===== src/rtl/hdp_pkg.sv =====
// Shared types, constants and helper functions for the HTTP Date header parser.
// No dependencies; imported by every module of the block.
`default_nettype none

package hdp_pkg;

	typedef logic [7:0] byte_t;

	localparam int LINE_SIZE_DEF = 64;
	localparam int LEN_W         = 7;
	localparam int KEEP_BYTES    = 31;
	localparam int TAG_LEN       = 6;
	localparam int FIFO_DEPTH    = 2;
	localparam int YEAR_BASE     = 2000;

	localparam byte_t CH_CR   = 8'h0d;
	localparam byte_t CH_LF   = 8'h0a;
	localparam byte_t CH_NUL  = 8'h00;
	localparam byte_t CH_ZERO = 8'h30;
	localparam byte_t CH_NINE = 8'h39;

	localparam logic [47:0] DATE_TAG = "Date: ";

	localparam logic [23:0] MONTH_NAMES [12] = '{
		"Jan", "Feb", "Mar", "Apr", "May", "Jun",
		"Jul", "Aug", "Sep", "Oct", "Nov", "Dec"
	};

	typedef enum logic [1:0] {
		ST_OK    = 2'd0,
		ST_MONTH = 2'd1,
		ST_FIELD = 2'd2,
		ST_YEAR  = 2'd3
	} status_t;

	// raw bytes of the date fields, positions past the line end read as zero
	typedef struct packed {
		byte_t [1:0] day;
		byte_t [2:0] mon;
		byte_t [1:0] yr;
		byte_t [1:0] hr;
		byte_t [1:0] mi;
		byte_t [1:0] se;
	} job_t;

	function automatic logic [4:0] days_in(input logic [3:0] month, input logic leap);
		logic [4:0] d;
		begin
			unique case (month)
				4'd2: d = leap ? 5'd29 : 5'd28;
				4'd4, 4'd6, 4'd9, 4'd11: d = 5'd30;
				default: d = 5'd31;
			endcase
			return d;
		end
	endfunction

	function automatic logic is_digit(input byte_t b);
		return (b >= CH_ZERO) && (b <= CH_NINE);
	endfunction

	function automatic logic [6:0] two_val(input byte_t hi, input byte_t lo);
		return 7'(hi[3:0]) * 7'd10 + 7'(lo[3:0]);
	endfunction

endpackage

`default_nettype wire


===== src/rtl/hdp_front.sv =====
// Front end: accepts bytes, keeps the current line and detects Date lines.
// Depends on hdp_pkg; feeds hdp_fifo.
`default_nettype none

module hdp_front import hdp_pkg::*; #(
	parameter int LINE_SIZE = LINE_SIZE_DEF
) (
	input  wire logic  clk,
	input  wire logic  arst_n,
	input  wire logic  accept,
	input  wire byte_t byte_in,
	output logic       push,
	output job_t       job
);

	logic [LEN_W-1:0] len_q;
	byte_t            line_q [KEEP_BYTES];
	byte_t            masked [KEEP_BYTES];
	logic             prefix_ok;
	logic             is_cr;
	logic             is_lf;

	always_comb begin
		for (int i = 0; i < KEEP_BYTES; i++) begin
			masked[i] = (LEN_W'(i) < len_q) ? line_q[i] : CH_NUL;
		end
		prefix_ok = 1'b1;
		for (int i = 0; i < TAG_LEN; i++) begin
			if (masked[i] != DATE_TAG[8*(TAG_LEN-1-i) +: 8]) begin
				prefix_ok = 1'b0;
			end
		end
		is_cr = (byte_in == CH_CR);
		is_lf = (byte_in == CH_LF);
		push  = accept && is_cr && (len_q > LEN_W'(TAG_LEN)) && prefix_ok;
		job.day = {masked[11], masked[12]};
		job.mon = {masked[14], masked[15], masked[16]};
		job.yr  = {masked[20], masked[21]};
		job.hr  = {masked[23], masked[24]};
		job.mi  = {masked[26], masked[27]};
		job.se  = {masked[29], masked[30]};
	end

	always_ff @(posedge clk or negedge arst_n) begin
		if (!arst_n) begin
			len_q <= '0;
		end else if (accept && (byte_in != CH_NUL) && !is_cr) begin
			if (is_lf) begin
				len_q <= '0;
			end else if (len_q < LEN_W'(LINE_SIZE)) begin
				len_q <= len_q + LEN_W'(1);
			end
		end
	end

	always_ff @(posedge clk) begin
		if (accept && (byte_in != CH_NUL) && !is_cr && !is_lf &&
				(len_q < LEN_W'(KEEP_BYTES))) begin
			line_q[len_q[4:0]] <= byte_in;
		end
	end

endmodule

`default_nettype wire


===== src/rtl/hdp_fifo.sv =====
// Short item queue between front and back end.
// Depends on hdp_pkg for job_t.
`default_nettype none

module hdp_fifo import hdp_pkg::*; (
	input  wire logic clk,
	input  wire logic arst_n,
	input  wire logic push,
	input  wire job_t wr_job,
	input  wire logic pop,
	output logic      full,
	output logic      not_empty,
	output job_t      rd_job
);

	localparam int PTR_W = $clog2(FIFO_DEPTH);

	job_t             mem_q [FIFO_DEPTH];
	logic [PTR_W-1:0] wr_ptr_q;
	logic [PTR_W-1:0] rd_ptr_q;
	logic [PTR_W:0]   count_q;

	assign full      = (count_q == (PTR_W+1)'(FIFO_DEPTH));
	assign not_empty = (count_q != '0);
	assign rd_job    = mem_q[rd_ptr_q];

	always_ff @(posedge clk or negedge arst_n) begin
		if (!arst_n) begin
			wr_ptr_q <= '0;
			rd_ptr_q <= '0;
			count_q  <= '0;
		end else begin
			if (push) begin
				wr_ptr_q <= (wr_ptr_q == PTR_W'(FIFO_DEPTH-1)) ? '0 : wr_ptr_q + PTR_W'(1);
			end
			if (pop) begin
				rd_ptr_q <= (rd_ptr_q == PTR_W'(FIFO_DEPTH-1)) ? '0 : rd_ptr_q + PTR_W'(1);
			end
			if (push && !pop) begin
				count_q <= count_q + (PTR_W+1)'(1);
			end else if (pop && !push) begin
				count_q <= count_q - (PTR_W+1)'(1);
			end
		end
	end

	always_ff @(posedge clk) begin
		if (push) begin
			mem_q[wr_ptr_q] <= wr_job;
		end
	end

endmodule

`default_nettype wire


===== src/rtl/hdp_back.sv =====
// Back end: field decode and checks (s1), hour offset with rollover (s2).
// Depends on hdp_pkg; reads items from hdp_fifo, holds the offset register.
`default_nettype none

module hdp_back import hdp_pkg::*; (
	input  wire logic        clk,
	input  wire logic        arst_n,
	input  wire logic        tz_we,
	input  wire logic [4:0]  tz_wdata,
	input  wire logic        job_valid,
	input  wire job_t        job,
	output logic             job_pop,
	output logic             out_valid,
	input  wire logic        out_stall,
	output logic [11:0]      year,
	output logic [3:0]       month,
	output logic [4:0]       day,
	output logic [4:0]       hour,
	output logic [5:0]       minute,
	output logic [5:0]       second,
	output logic [1:0]       status
);

	logic [4:0] tz_q;

	logic       v_s1;
	status_t    st_s1;
	logic [3:0] mon_s1;
	logic [4:0] day_s1;
	logic [6:0] yy_s1;
	logic [4:0] hr_s1;
	logic [5:0] mi_s1;
	logic [5:0] se_s1;

	logic       v_s2;
	status_t    st_s2;
	logic [11:0] year_s2;
	logic [3:0] mon_s2;
	logic [4:0] day_s2;
	logic [4:0] hr_s2;
	logic [5:0] mi_s2;
	logic [5:0] se_s2;

	logic       s1_ready;
	logic       s2_ready;

	// stage 1 decode
	logic [3:0] mon_c;
	logic       digits_ok;
	logic [6:0] day_v, yy_v, hr_v, mi_v, se_v;
	status_t    st_c;

	// stage 2 rollover
	logic signed [6:0] h;
	logic signed [7:0] y;
	logic [3:0] mon_r;
	logic [4:0] day_r;
	status_t    st_r;

	assign s2_ready = !v_s2 || !out_stall;
	assign s1_ready = !v_s1 || s2_ready;
	assign job_pop  = job_valid && s1_ready;

	always_comb begin
		mon_c = '0;
		for (int m = 11; m >= 0; m--) begin
			if ({job.mon[2], job.mon[1], job.mon[0]} == MONTH_NAMES[m]) begin
				mon_c = 4'(m + 1);
			end
		end
		digits_ok = is_digit(job.day[1]) && is_digit(job.day[0]) &&
			is_digit(job.yr[1]) && is_digit(job.yr[0]) &&
			is_digit(job.hr[1]) && is_digit(job.hr[0]) &&
			is_digit(job.mi[1]) && is_digit(job.mi[0]) &&
			is_digit(job.se[1]) && is_digit(job.se[0]);
		day_v = two_val(job.day[1], job.day[0]);
		yy_v  = two_val(job.yr[1], job.yr[0]);
		hr_v  = two_val(job.hr[1], job.hr[0]);
		mi_v  = two_val(job.mi[1], job.mi[0]);
		se_v  = two_val(job.se[1], job.se[0]);
		if (mon_c == '0) begin
			st_c = ST_MONTH;
		end else if (!digits_ok || day_v == '0 ||
				day_v > 7'(days_in(mon_c, yy_v[1:0] == 2'd0)) ||
				hr_v > 7'd23 || mi_v > 7'd59 || se_v > 7'd59) begin
			st_c = ST_FIELD;
		end else begin
			st_c = ST_OK;
		end
	end

	always_comb begin
		h     = $signed({2'b00, hr_s1}) + $signed({{2{tz_q[4]}}, tz_q});
		y     = $signed({1'b0, yy_s1});
		mon_r = mon_s1;
		day_r = day_s1;
		if (h >= 7'sd24) begin
			h = h - 7'sd24;
			if (day_s1 >= days_in(mon_s1, y[1:0] == 2'd0)) begin
				day_r = 5'd1;
				if (mon_s1 == 4'd12) begin
					mon_r = 4'd1;
					y     = y + 8'sd1;
				end else begin
					mon_r = mon_s1 + 4'd1;
				end
			end else begin
				day_r = day_s1 + 5'd1;
			end
		end else if (h < 7'sd0) begin
			h = h + 7'sd24;
			if (day_s1 > 5'd1) begin
				day_r = day_s1 - 5'd1;
			end else begin
				if (mon_s1 > 4'd1) begin
					mon_r = mon_s1 - 4'd1;
				end else begin
					mon_r = 4'd12;
					y     = y - 8'sd1;
				end
				day_r = days_in(mon_r, y[1:0] == 2'd0);
			end
		end
		if (st_s1 != ST_OK) begin
			st_r = st_s1;
		end else if (y < 8'sd0 || y > 8'sd99) begin
			st_r = ST_YEAR;
		end else begin
			st_r = ST_OK;
		end
	end

	always_ff @(posedge clk or negedge arst_n) begin
		if (!arst_n) begin
			tz_q <= '0;
			v_s1 <= 1'b0;
			v_s2 <= 1'b0;
		end else begin
			if (tz_we) begin
				tz_q <= tz_wdata;
			end
			if (s1_ready) begin
				v_s1 <= job_valid;
			end
			if (s2_ready) begin
				v_s2 <= v_s1;
			end
		end
	end

	always_ff @(posedge clk) begin
		if (job_pop) begin
			st_s1  <= st_c;
			mon_s1 <= mon_c;
			day_s1 <= day_v[4:0];
			yy_s1  <= yy_v;
			hr_s1  <= hr_v[4:0];
			mi_s1  <= mi_v[5:0];
			se_s1  <= se_v[5:0];
		end
		if (s2_ready && v_s1) begin
			st_s2 <= st_r;
			if (st_r == ST_OK) begin
				year_s2 <= 12'(YEAR_BASE) + 12'(unsigned'(y));
				mon_s2  <= mon_r;
				day_s2  <= day_r;
				hr_s2   <= h[4:0];
				mi_s2   <= mi_s1;
				se_s2   <= se_s1;
			end else begin
				year_s2 <= '0;
				mon_s2  <= '0;
				day_s2  <= '0;
				hr_s2   <= '0;
				mi_s2   <= '0;
				se_s2   <= '0;
			end
		end
	end

	assign out_valid = v_s2;
	assign year      = year_s2;
	assign month     = mon_s2;
	assign day       = day_s2;
	assign hour      = hr_s2;
	assign minute    = mi_s2;
	assign second    = se_s2;
	assign status    = st_s2;

endmodule

`default_nettype wire


===== src/rtl/http_date_header_parser.sv =====
// A carriage return ending a Date line is written to the queue, then registered in stage s1 and in stage s2.
// Throughput: one byte per cycle while in_stall is low; a two-item queue decouples the line front end from decode.
// in_stall rises only while that queue is full (output stalled for several results).
// arst_n clears the line length, the queue, the pipeline valids and the offset (zero).
// Depends on hdp_pkg, hdp_front, hdp_fifo, hdp_back.
`default_nettype none

module http_date_header_parser import hdp_pkg::*; #(
	parameter int LINE_SIZE = LINE_SIZE_DEF
) (
	input  wire logic        clk,
	input  wire logic        arst_n,
	input  wire logic        tz_offset_hours_we,
	input  wire logic signed [4:0] tz_offset_hours,
	input  wire logic        in_valid,
	output logic             in_stall,
	input  wire logic [7:0]  byte_in,
	output logic             out_valid,
	input  wire logic        out_stall,
	output logic [11:0]      year,
	output logic [3:0]       month,
	output logic [4:0]       day,
	output logic [4:0]       hour,
	output logic [5:0]       minute,
	output logic [5:0]       second,
	output logic [1:0]       status
);

	logic accept;
	logic push;
	logic full;
	logic not_empty;
	logic pop;
	job_t wr_job;
	job_t rd_job;

	assign in_stall = full;
	assign accept   = in_valid && !in_stall;

	hdp_front #(
		.LINE_SIZE(LINE_SIZE)
	) u_front (
		.clk     (clk),
		.arst_n  (arst_n),
		.accept  (accept),
		.byte_in (byte_in),
		.push    (push),
		.job     (wr_job)
	);

	hdp_fifo u_fifo (
		.clk       (clk),
		.arst_n    (arst_n),
		.push      (push),
		.wr_job    (wr_job),
		.pop       (pop),
		.full      (full),
		.not_empty (not_empty),
		.rd_job    (rd_job)
	);

	hdp_back u_back (
		.clk       (clk),
		.arst_n    (arst_n),
		.tz_we     (tz_offset_hours_we),
		.tz_wdata  (tz_offset_hours),
		.job_valid (not_empty),
		.job       (rd_job),
		.job_pop   (pop),
		.out_valid (out_valid),
		.out_stall (out_stall),
		.year      (year),
		.month     (month),
		.day       (day),
		.hour      (hour),
		.minute    (minute),
		.second    (second),
		.status    (status)
	);

endmodule

`default_nettype wire


===== config.mk =====
export PLATFORM = sky130hd
export DESIGN_NAME = http_date_header_parser
export DESIGN_NICKNAME = d
export VERILOG_FILES = /design/src/rtl/hdp_pkg.sv /design/src/rtl/hdp_front.sv /design/src/rtl/hdp_fifo.sv /design/src/rtl/hdp_back.sv /design/src/rtl/http_date_header_parser.sv
export SDC_FILE = /design/constraint.sdc
export NUM_CORES = 1
export LEC_CHECK = 0
export BUFFER_PORTS_ARGS = -buffer_cell sky130_fd_sc_hd__buf_2
export CORE_ASPECT_RATIO = 1.75
export CORE_MARGIN = 4
export CORE_UTILIZATION = 40
export DETAILED_ROUTE_END_ITERATION = 12
export PLACE_DENSITY = 0.67
export SLEW_MARGIN = 20
export SYNTH_ARGS = -nofsm -noshare
export SYNTH_HDL_FRONTEND = slang
export SYNTH_HIERARCHICAL = 1
export SYNTH_SLANG_ARGS = --single-unit

===== constraint.sdc =====
create_clock -name clk -period 6.8 [get_ports clk]
set_clock_uncertainty 0.15 [all_clocks]
set_input_delay 1.36 -clock clk [delete_from_list [all_inputs] [get_ports clk]]
set_output_delay 1.36 -clock clk [all_outputs]
set_load 0.03 [all_outputs]

==> out/results.ini, run 1 <==
[run_status]
run_status = completed

[drt]
ant_nets = 0
wl_per_cell_microns = 18.59
totalWireLength_mm = 39.56
vias_per_cell = 5.258
route.detailed.drc = 0
first_pass_iters = 5
drt_iter0_drc = 871
via_count = 11190

[floorplanning]
rows = 109
io_pins = 60
start_util_pct = 40.59
die_y_microns = 308.2
die_area_sq_mm = 0.05532
core_area_sq_mm = 0.05073
die_w_microns = 179.5

[logic_synthesis]
synth-edff-count = 434
synth_top_cell_by_area = edfxtp_1
ys_types = 95
synth.net_count = 1437
postSynthAreaPerCell_sq_um = 15.26
yosysWarnings = 6
synth_area_sq_mm = 0.02059
seq_area_frac_synth_pct = 65.48
synth_flop_cell = edfxtp_1
synth_cells = 1349
async_flop_share_pct = 3.982
synth.top_cell.area_share_pct = 63.29
synth_seq_cells = 452
ys_top_cells_by_area = edfxtp_1 (63%), mux2_4 (3.6%), ha_1 (3.6%), mux2_2 (3.2%), dfrtp_1 (2.2%)

[pwr]
power_density_mw_per_mm2 = 272.1
power_leakage_nw = 7.591
ir_worst_vdd_mv = 0.1315
power_mw = 6.247

[finish]
layout_commonest_cell = edfxtp_1
drive_gt1_share_pct = 22.71
antenna_cells = 0
nNetsFinal = 1519
multi_input_area_sq_mm = 0.006706
finalNonFillerCells = 2128
fillCellCount = 4421
final_cell_mix = edfxtp_1 (434), and2_1 (65), buf_2 (59), nand2_1 (59), ha_1 (59)
stdcell_area_sq_mm = 0.02296
areaGrowthSynthToFinish_pct = 11.48
ff_latch_area_sq_mm = 0.01349

[place]
numPortBuffers = 59
post-dp-hpwl_mm = 27.90
dp_worst_setup_slack_ps = 1082
dp.cells = 2056
gp_congestion = 0.8838
placed_area_sq_mm = 0.02163

[global_routing]
track_usage_pct = 14.08
grt_max_degree = 77
grt_overflow = 0
antenna_found_initial = 0
grt_pass1_wl_mm = 62.53
grt_pass1_vias = 11730

[sta]
finalHoldViolCount = 0
setup_ws_ps = 1079
min_period_over_period_pct = 84.13
max_freq_mhz = 174.8
rsz0062_at_grt = no
drv_slew = 0
fin_crit_ps = 5721
fin_setup_tns_ps = 0
finalSetupViolations = 0
worst_slew_pin_slew_ps = 1068
max-slew-margin-rel_pct = 28.25

[cts]
clockBufferDepth = 3
ctsHtreeMaxLevel = 2
postCtsSetupRepairBufs = 0
ctsHoldBuffers = 0
cts_tree = done
cts_buffers = 39
clockRootBuffer = clkbuf_16
cts.sinks = 452
path_clk_slew_ps = 70
cts.repair.resized = 0
clk_latency_ps = 550

[setup_path]
worstPathRequired_ps = 6880
worstSetupPathType = register to register
crit_path_end_kind = register
crit_arrival_ps = 5800
critPathMaxFanout = 35
startpoint_type = register

[flow_run]
maxCapViolCount = 0

[hold_path]
hp-class = register to register

==> sequential cells by signal (all words and copies together), names as in the netlist, 4 cells and up <==
| register | count |
|---|---|
| u_back/year | 11 |
| u_fifo/mem_q | 208 |
| u_back/second | 6 |
| u_back/se_s1 | 6 |
| u_front/line_q | 152 |
| u_back/month | 4 |
| u_back/day | 5 |
| u_back/mi_s1 | 6 |
| u_back/tz_q | 5 |
| u_back/minute | 6 |
| u_back/yy_s1 | 7 |
| u_back/day_s1 | 5 |
| u_back/hr_s1 | 5 |
| u_back/hour | 5 |
| u_front/len_q | 7 |
| u_back/mon_s1 | 4 |
==> per-stage QoR <==
step	hold slack, ps	util [%]
floorplan	293.4	-
global route	345.0	45.25
global placement	311.8	42.61
finish	327.8	45.25
CTS	330.4	45.22
detailed placement	318.1	42.63
==> logic make-up after synthesis <==
family | share of synthesized area (%)
xor gates and xnor gates | 1.908
and+or+nand+nor | 13.20
adders and majority gates | 4.654
DFF | 65.48
AOI/OAI and AO/OA | 5.523
muxes | 7.012
buffers and inverters | 2.224
==> synthesized netlist by cell type, types with 4 or more instances <==
| master | instances |
|---|---|
| o21ai_0 | 37 |
| edfxtp_1 | 434 |
| nor4b_1 | 8 |
| nor2_1 | 50 |
| mux2_2 | 58 |
| nand3_1 | 29 |
| a21oi_1 | 30 |
| nand2_1 | 59 |
| nor3b_2 | 15 |
| o31ai_1 | 5 |
| buf_2 | 10 |
| nand4_1 | 22 |
| nor3_1 | 37 |
| o21ai_1 | 5 |
| nand3b_1 | 6 |
| buf_4 | 6 |
| a31oi_1 | 5 |
| a21o_1 | 11 |
| buf_12 | 5 |
| o22ai_1 | 6 |
| and2_1 | 67 |
| xnor2_1 | 22 |
| buf_8 | 4 |
| or4_1 | 7 |
| o21a_1 | 5 |
| or3_1 | 4 |
| nor2b_1 | 50 |
| ha_1 | 59 |
| clkbuf_1 | 14 |
| mux2_4 | 50 |
| nand4b_1 | 6 |
| a211oi_1 | 7 |
| and3_1 | 4 |
| dfrtp_1 | 18 |
| nor3_2 | 15 |
| xor2_1 | 16 |
| nand2b_1 | 13 |
| fa_1 | 11 |
| nor3b_1 | 5 |
| inv_1 | 31 |
| nor4_1 | 19 |
| mux2i_1 | 4 |
==> cell type report <==
class,count,share of cell area [%]
Multi-Input combinational cell,822,29.21
Clock buffer,52,4.638
Inverter,32,0.5232
Timing Repair Buffer,84,2.158
Tap cell,666,3.630
Clock inverter,20,1.085
Sequential cell,452,58.75
==> layer usage <==
layer	global-route usage (%)	wire length [microns]	vias up
met5	0	0	-
met4	6.774	1805	0
met3	1.770	1407	106
met2	29.03	22900	299
met1	13.42	13440	5466
li1	-	-	5319
==> worst max-delay path, stage by stage, from the launching register on <==
cell and delay, ps:
dfrtp_1 350, ha_1 170, inv_1 50, fa_1 420, nand2b_1 220, a21oi_2 180
xnor2_2 190, ha_1 230, nor2_1 40, nand4_1 150, o21ai_2 120, a21oi_2 570
nand3_1 270, mux2i_1 230, xor2_1 310, ha_1 300, inv_1 60, a211o_1 280
o2111ai_1 150, o21a_2 840, a211oi_1 110
==> power by group <==
part	internal (mW)	switching (mW)
combinational	0.213	0.502
clock	1.27	0.969
sequential	3.22	0.0744
total	4.70	1.54
==> path summary, 6_finish.rpt <==
kind                       cells past startpoint                             to  slack [ps]                          start
setup / recovery                              20  u_back/month[0]$_SDFFCE_PP0P_        1080     u_back/tz_q[0]$_DFFE_PN0P_
max in group asynchronous                      1    u_fifo/rd_ptr_q$_DFFE_PN0P_        5310                         arst_n
hold / removal                                 1  u_fifo/count_q[1]$_DFFE_PN0P_         330  u_fifo/count_q[1]$_DFFE_PN0P_
min in group asynchronous                      1   u_front/len_q[0]$_DFFE_PN0P_         680                         arst_n
hold reg to reg                                1  u_fifo/count_q[1]$_DFFE_PN0P_         330  u_fifo/count_q[1]$_DFFE_PN0P_
setup reg to reg                              20  u_back/month[0]$_SDFFCE_PP0P_        1080     u_back/tz_q[0]$_DFFE_PN0P_
(Power assumes the default switching activity.)
==> run 2, diff against run 1 <==
--- a/config.mk
+++ b/config.mk
@@ -10,7 +10,7 @@
 export CORE_MARGIN = 4
 export CORE_UTILIZATION = 40
 export DETAILED_ROUTE_END_ITERATION = 12
-export PLACE_DENSITY = 0.67
+export PLACE_DENSITY = 0.65
 export SLEW_MARGIN = 20
 export SYNTH_ARGS = -nofsm -noshare
 export SYNTH_HDL_FRONTEND = slang
==> constraint.sdc (replaced) <==
create_clock -name clk -period 5.55 [get_ports clk]
set_clock_uncertainty 0.15 [all_clocks]
set_input_delay 1.11 -clock clk [delete_from_list [all_inputs] [get_ports clk]]
set_output_delay 1.11 -clock clk [all_outputs]
set_load 0.03 [all_outputs]
==> out/results.ini, run 2 (synthesis results as in run 1) <==
[pwr]
power_leakage_nw = 7.639
p_clk_share_pct = 35.5
power_switching_mw = 1.926
power_mw = 7.609
power_density_mw_per_mm2 = 330.4
seq_power_share_pct = 52.9
ir_worst_vdd_mv = 0.1862
p_int_mw = 5.684
sw_frac_of_total_pct = 25.31
p_comb_share_pct = 11.6

[cts]
path_clk_slew_ps = 60
ctsHoldBuffers = 0
postCtsSetupRepairBufs = 0
cts.sinks = 452
cts.repair.resized = 0
cts_tree = done
cts_buffers = 40
clockBufferDepth = 3
clk_latency_ps = 550
clockRootBuffer = clkbuf_16
ctsHtreeMaxLevel = 2

[setup_path]
crit_arrival_ps = 5320
cp_slowest_cell = fa_1
critPathMaxFanout = 17
cp_num_buf_inv = 4
path_cells = ha_1, inv_1, fa_1, nand2b_1, a21oi_2, xnor2_2, ha_1, nor2_1, nand4_1, o21a_1, o21ai_2, o31ai_1, xor2_1, inv_1, ha_1, inv_1, a211o_1, o2111ai_1, o21a_2, buf_12, nor3b_2
startpoint_type = register
r2r_slack_ps = 450
worstPathRequired_ps = 5770
crit_path_end_kind = register
r2r-start = u_back/tz_q[0]$_DFFE_PN0P_
critical-path-top-delay-family = compound AO/OA/AOI/OAI gates
cp.depth = 21
worstSetupPathType = register to register
r2r_cells = 21
crit_path_max_incr_delay_ps = 420
r2r-end = u_back/second[5]$_SDFFCE_PP0P_

[drt]
first_pass_iters = 6
vias_per_cell = 5.236
drt_iter0_drc = 718
wl_per_cell_microns = 19.16
route.detailed.drc = 0
via_count = 11220
totalWireLength_mm = 41.05
ant_nets = 0

[floorplanning]
start_util_pct = 40.59
io_pins = 60
die_w_microns = 179.5
core_area_sq_mm = 0.05073
die_y_microns = 308.2
die_area_sq_mm = 0.05532
rows = 109

[flow_run]
maxCapViolCount = 0

[finish]
areaGrowthSynthToFinish_pct = 11.84
layout_commonest_cell = edfxtp_1
largest_register_ffs = 208
drive_gt1_share_pct = 23.25
nNetsFinal = 1532
final_cell_mix = edfxtp_1 (434), and2_1 (65), buf_2 (59), nand2_1 (59), ha_1 (59)
regMostFlops = u_fifo/mem_q

[hold_path]
min-delay-start = u_back/v_s1$_DFFE_PN0N_
min_delay_path_depth = 1
min_to = u_back/out_valid$_DFFE_PN0P_
hp-class = register to register

[global_routing]
grt_pass1_vias = 11740
antenna_found_initial = 0
grt_overflow = 0
grt_pass1_wl_mm = 64.09
track_usage_pct = 14.58
grt_max_degree = 52

[place]
dp_worst_setup_slack_ps = 479.1
gp_congestion = 0.9029
numPortBuffers = 59
post-dp-hpwl_mm = 29.06

[sta]
finalSetupViolations = 0
worst_slew_pin_slew_ps = 1133
drv_slew = 0
rsz0062_at_grt = no
min_period_over_period_pct = 91.84
setup_ws_ps = 453.1
fin_crit_ps = 5097
finalHoldViolCount = 0
max-slew-margin-rel_pct = 24.02
fin_setup_tns_ps = 0
max_freq_mhz = 196.2

[run_status]
run_status = completed

==> run 2: cell count changes in the layout (fill, tap and decap cells not counted), sizes merged <==
cell and delta:
diode +1, clkinv +7, buf +12, bufinv -1, clkbuf -7, clkinvlp +2
==> run 2: layer usage <==
layer  track usage, %  up-vias  part of all wire (%)  wire length [microns]
met3            1.900       96                   3.1                   1264
met4            6.703        0                   4.4                   1817
met5                0        -                     0                      0
li1                 -     5339                     -                      -
met1            14.26     5540                    35                  14290
met2            29.78      241                    58                  23680
==> run 2: worst max-delay path by stage <==
stage                                     from                             end  slack, ps
finish              u_back/tz_q[0]$_DFFE_PN0P_  u_back/second[5]$_SDFFCE_PP0P_        450
global route        u_back/mon_s1[0]$_DFFE_PP_    u_back/hour[0]$_SDFFCE_PP0P_         70
CTS                 u_back/mon_s1[0]$_DFFE_PP_  u_back/second[5]$_SDFFCE_PP0P_        460
global placement    u_back/mon_s1[0]$_DFFE_PP_  u_back/second[2]$_SDFFCE_PP0P_        640
detailed placement  u_back/mon_s1[0]$_DFFE_PP_  u_back/second[5]$_SDFFCE_PP0P_        480
floorplan                             in_valid    u_fifo/mem_q[0][0]$_DFFE_PP_         90
==> run 2: cell type report <==
type                    count  area (sq um)
fillers                  4455         27700
flip-flops and latches    452         13490
multi-input cells         822          6695
clock buffers              45          1020
well taps                 666         833.3
repair buffers             96         623.1
clock inverters            28         250.2
inverters                  32         120.1
diodes                      1         2.502
==> run 2: per-stage QoR <==
step                instances  util (%)  area [sq um]  hold WS [ps]
floorplan                1349         -         20590         293.4
global placement         2068     42.88         21750         313.5
detailed placement       2068     42.89         21760         320.4
CTS                      2141     45.39         23030         333.3
global route             2141     45.39         23030         364.8
finish                   2142     45.40         23030         330.3
==> run 2: power groups by stage <==
stage	logic, mW	clock network [mW]	registers (mW)
after floorplan	0.607	0	4.04
after global placement	0.840	0	4.10
after detailed placement	0.887	0	4.10
after CTS	0.889	2.78	4.03
after global routing	0.972	2.92	4.04
final	0.880	2.70	4.03
==> run 2: worst register-to-register path: stages (launching register included) <==
cell and delay (ps):
dfrtp_1 350, ha_1 170, inv_1 60, fa_1 420, nand2b_1 210, a21oi_2 170
xnor2_2 180, ha_1 230, nor2_1 50, nand4_1 170, o21a_1 310, o21ai_2 150
o31ai_1 300, xor2_1 420, inv_1 100, ha_1 280, inv_1 70, a211o_1 100
o2111ai_1 170, o21a_2 410, buf_12 240, nor3b_2 210
==> run 3, diff against run 2 <==
--- a/config.mk
+++ b/config.mk
@@ -10,7 +10,7 @@
 export CORE_MARGIN = 4
 export CORE_UTILIZATION = 40
 export DETAILED_ROUTE_END_ITERATION = 12
-export PLACE_DENSITY = 0.65
+export PLACE_DENSITY = 0.67
 export SLEW_MARGIN = 20
 export SYNTH_ARGS = -nofsm -noshare
 export SYNTH_HDL_FRONTEND = slang
==> constraint.sdc (replaced) <==
create_clock -name clk -period 4.2 [get_ports clk]
set_clock_uncertainty 0.15 [all_clocks]
set_input_delay 0.84 -clock clk [delete_from_list [all_inputs] [get_ports clk]]
set_output_delay 0.84 -clock clk [all_outputs]
set_load 0.03 [all_outputs]
==> out/results.ini, run 3 (synthesis results as in run 1) <==
[run_status]
run_status = finished with violations
violations = setup timing

[finish]
largest_register_ffs = 208
nNetsFinal = 1627
drive_gt1_share_pct = 30.10
regMostFlops = u_fifo/mem_q
finalNonFillerCells = 2234
antenna_cells = 0
fillCellCount = 4377
finalCoreUtilization_pct = 47.66
stdcell_area_sq_mm = 0.02418
areaGrowthSynthToFinish_pct = 17.41
final_cell_mix = edfxtp_1 (434), buf_4 (115), and2_1 (65)
layout_commonest_cell = edfxtp_1

[global_routing]
met2_usage_pct = 30.17
use_met1_pct = 14.29
antenna_found_initial = 1
grt_overflow = 0
grt_use_met3_pct = 1.864
top_usage_layer = met2
grt_max_degree = 42
grt_pass1_vias = 11980
grt_pass1_wl_mm = 64.94
track_usage_pct = 14.66

[cts]
clockRootBuffer = clkbuf_16
clk_latency_ps = 540
cts.sinks = 452
cts_tree = done
cts_buffers = 39
ctsHtreeMaxLevel = 2
path_clk_slew_ps = 70
clockBufferDepth = 3

[sta]
rsz0062_at_grt = yes
setup_ws_ps = -240.3
fin_crit_ps = 4440
min_period_over_period_pct = 105.7
fin_setup_tns_ps = -1161
finalSetupViolations = 33
worst_slew_pin_slew_ps = 1066
hold-worst-slack_ps = 161.0
drv_slew = 0
finalHoldViolCount = 0
max-slew-margin-rel_pct = 28.21
max_freq_mhz = 225.2

[hold_path]
hp-class = input pin to asynchronous set/reset pin

[drt]
route.detailed.drc = 0
wl_per_cell_microns = 18.49
first_pass_iters = 5
vias_per_cell = 5.196
via_count = 11610
totalWireLength_mm = 41.32
ant_nets = 0
drt_iter0_drc = 647

[floorplanning]
die_y_microns = 308.2
start_util_pct = 40.59
die_w_microns = 179.5
rows = 109
core_area_sq_mm = 0.05073
io_pins = 60
die_area_sq_mm = 0.05532

[place]
placed_area_sq_mm = 0.02251
dp.cells = 2149
numPortBuffers = 59
dp_worst_setup_slack_ps = -378.5
post-dp-hpwl_mm = 29.71
gp_congestion = 0.8706

[setup_path]
critPathMaxFanout = 6
crit_path_end_kind = register
r2r_cells = 16
worstPathRequired_ps = 4330
startpoint_type = register
crit_arrival_ps = 4570
worstSetupPathType = register to register

[pwr]
power_mw = 10.12
ir_worst_vdd_mv = 0.2990
p_clk_share_pct = 35.5
power_leakage_nw = 8.217
power_switching_mw = 2.500
p_int_mw = 7.619
seq_power_share_pct = 52.6
p_comb_share_pct = 11.9
power_density_mw_per_mm2 = 418.5
sw_frac_of_total_pct = 24.71

[flow_run]
maxCapViolCount = 0

[run 3: cell type report]
| class | count | area (sq um) | share of cell area (%) |
|---|---|---|---|
| clock buffer | 46 | 1033 | 4.274 |
| sequential | 452 | 13490 | 55.78 |
| multi-input combinational | 822 | 6960 | 28.79 |
| inverter | 32 | 120.1 | 0.4968 |
| clock inverter | 24 | 252.7 | 1.045 |
| tap | 666 | 833.3 | 3.446 |
| timing repair buffer | 192 | 1491 | 6.168 |
[run 3: power groups by stage]
stage                     Clock, mW  Sequential, mW  Combinational (mW)
after floorplan                   0            5.34               0.807
after global placement            0            5.41                1.14
after detailed placement          0            5.41                1.20
after CTS                      3.69            5.31                1.20
after global routing           3.88            5.33                1.33
final                          3.59            5.32                1.21
[run 3: worst paths after layout]
kind	to	start	slack, ps
worst max-delay path	u_back/st_s1[1]$_SDFFCE_PN0P_	u_fifo/rd_ptr_q$_DFFE_PN0P_	-240
worst min-delay path	u_back/tz_q[0]$_DFFE_PN0P_	arst_n	160
worst max register to register	u_back/st_s1[1]$_SDFFCE_PN0P_	u_fifo/rd_ptr_q$_DFFE_PN0P_	-240
worst min register to register	u_fifo/count_q[1]$_DFFE_PN0P_	u_fifo/count_q[1]$_DFFE_PN0P_	340
max in group asynchronous	u_fifo/rd_ptr_q$_DFFE_PN0P_	arst_n	3260
min in group clk	u_fifo/count_q[1]$_DFFE_PN0P_	u_fifo/count_q[1]$_DFFE_PN0P_	340
[run 3: what timing repair did]
item | 4_1_cts | 5_1_grt
cloned | 1 | 1
hold buffers | 0 | 0
endpoints found under the hold margin | 0 | 0
endpoints found under the setup margin | 35 | 38
pin swaps | 19 | 24
gates resized for setup | 18 | 27
buffers inserted | 10 | 7
[run 3: per-layer routing]
layer / vias up / routed length (microns)
met3: 103 / 1397
met4: 2 / 1692
met5: - / 20
met1: 5700 / 14310
li1: 5545 / -
met2: 258 / 23890
[run 3: critical path, stage by stage, from the launching register on]
cell and delay [ps]:
dfrtp_4 530, mux2_4 310, or4b_4 570, nor2_4 120, nand2_2 60, or4_4 420, or2_1 240, inv_1 60
a221o_1 170, mux2_4 330, o21ai_2 120, ha_2 170, nor2b_1 40, o2111a_2 290, a2111oi_4 290, o2111a_1 240
a31oi_1 80
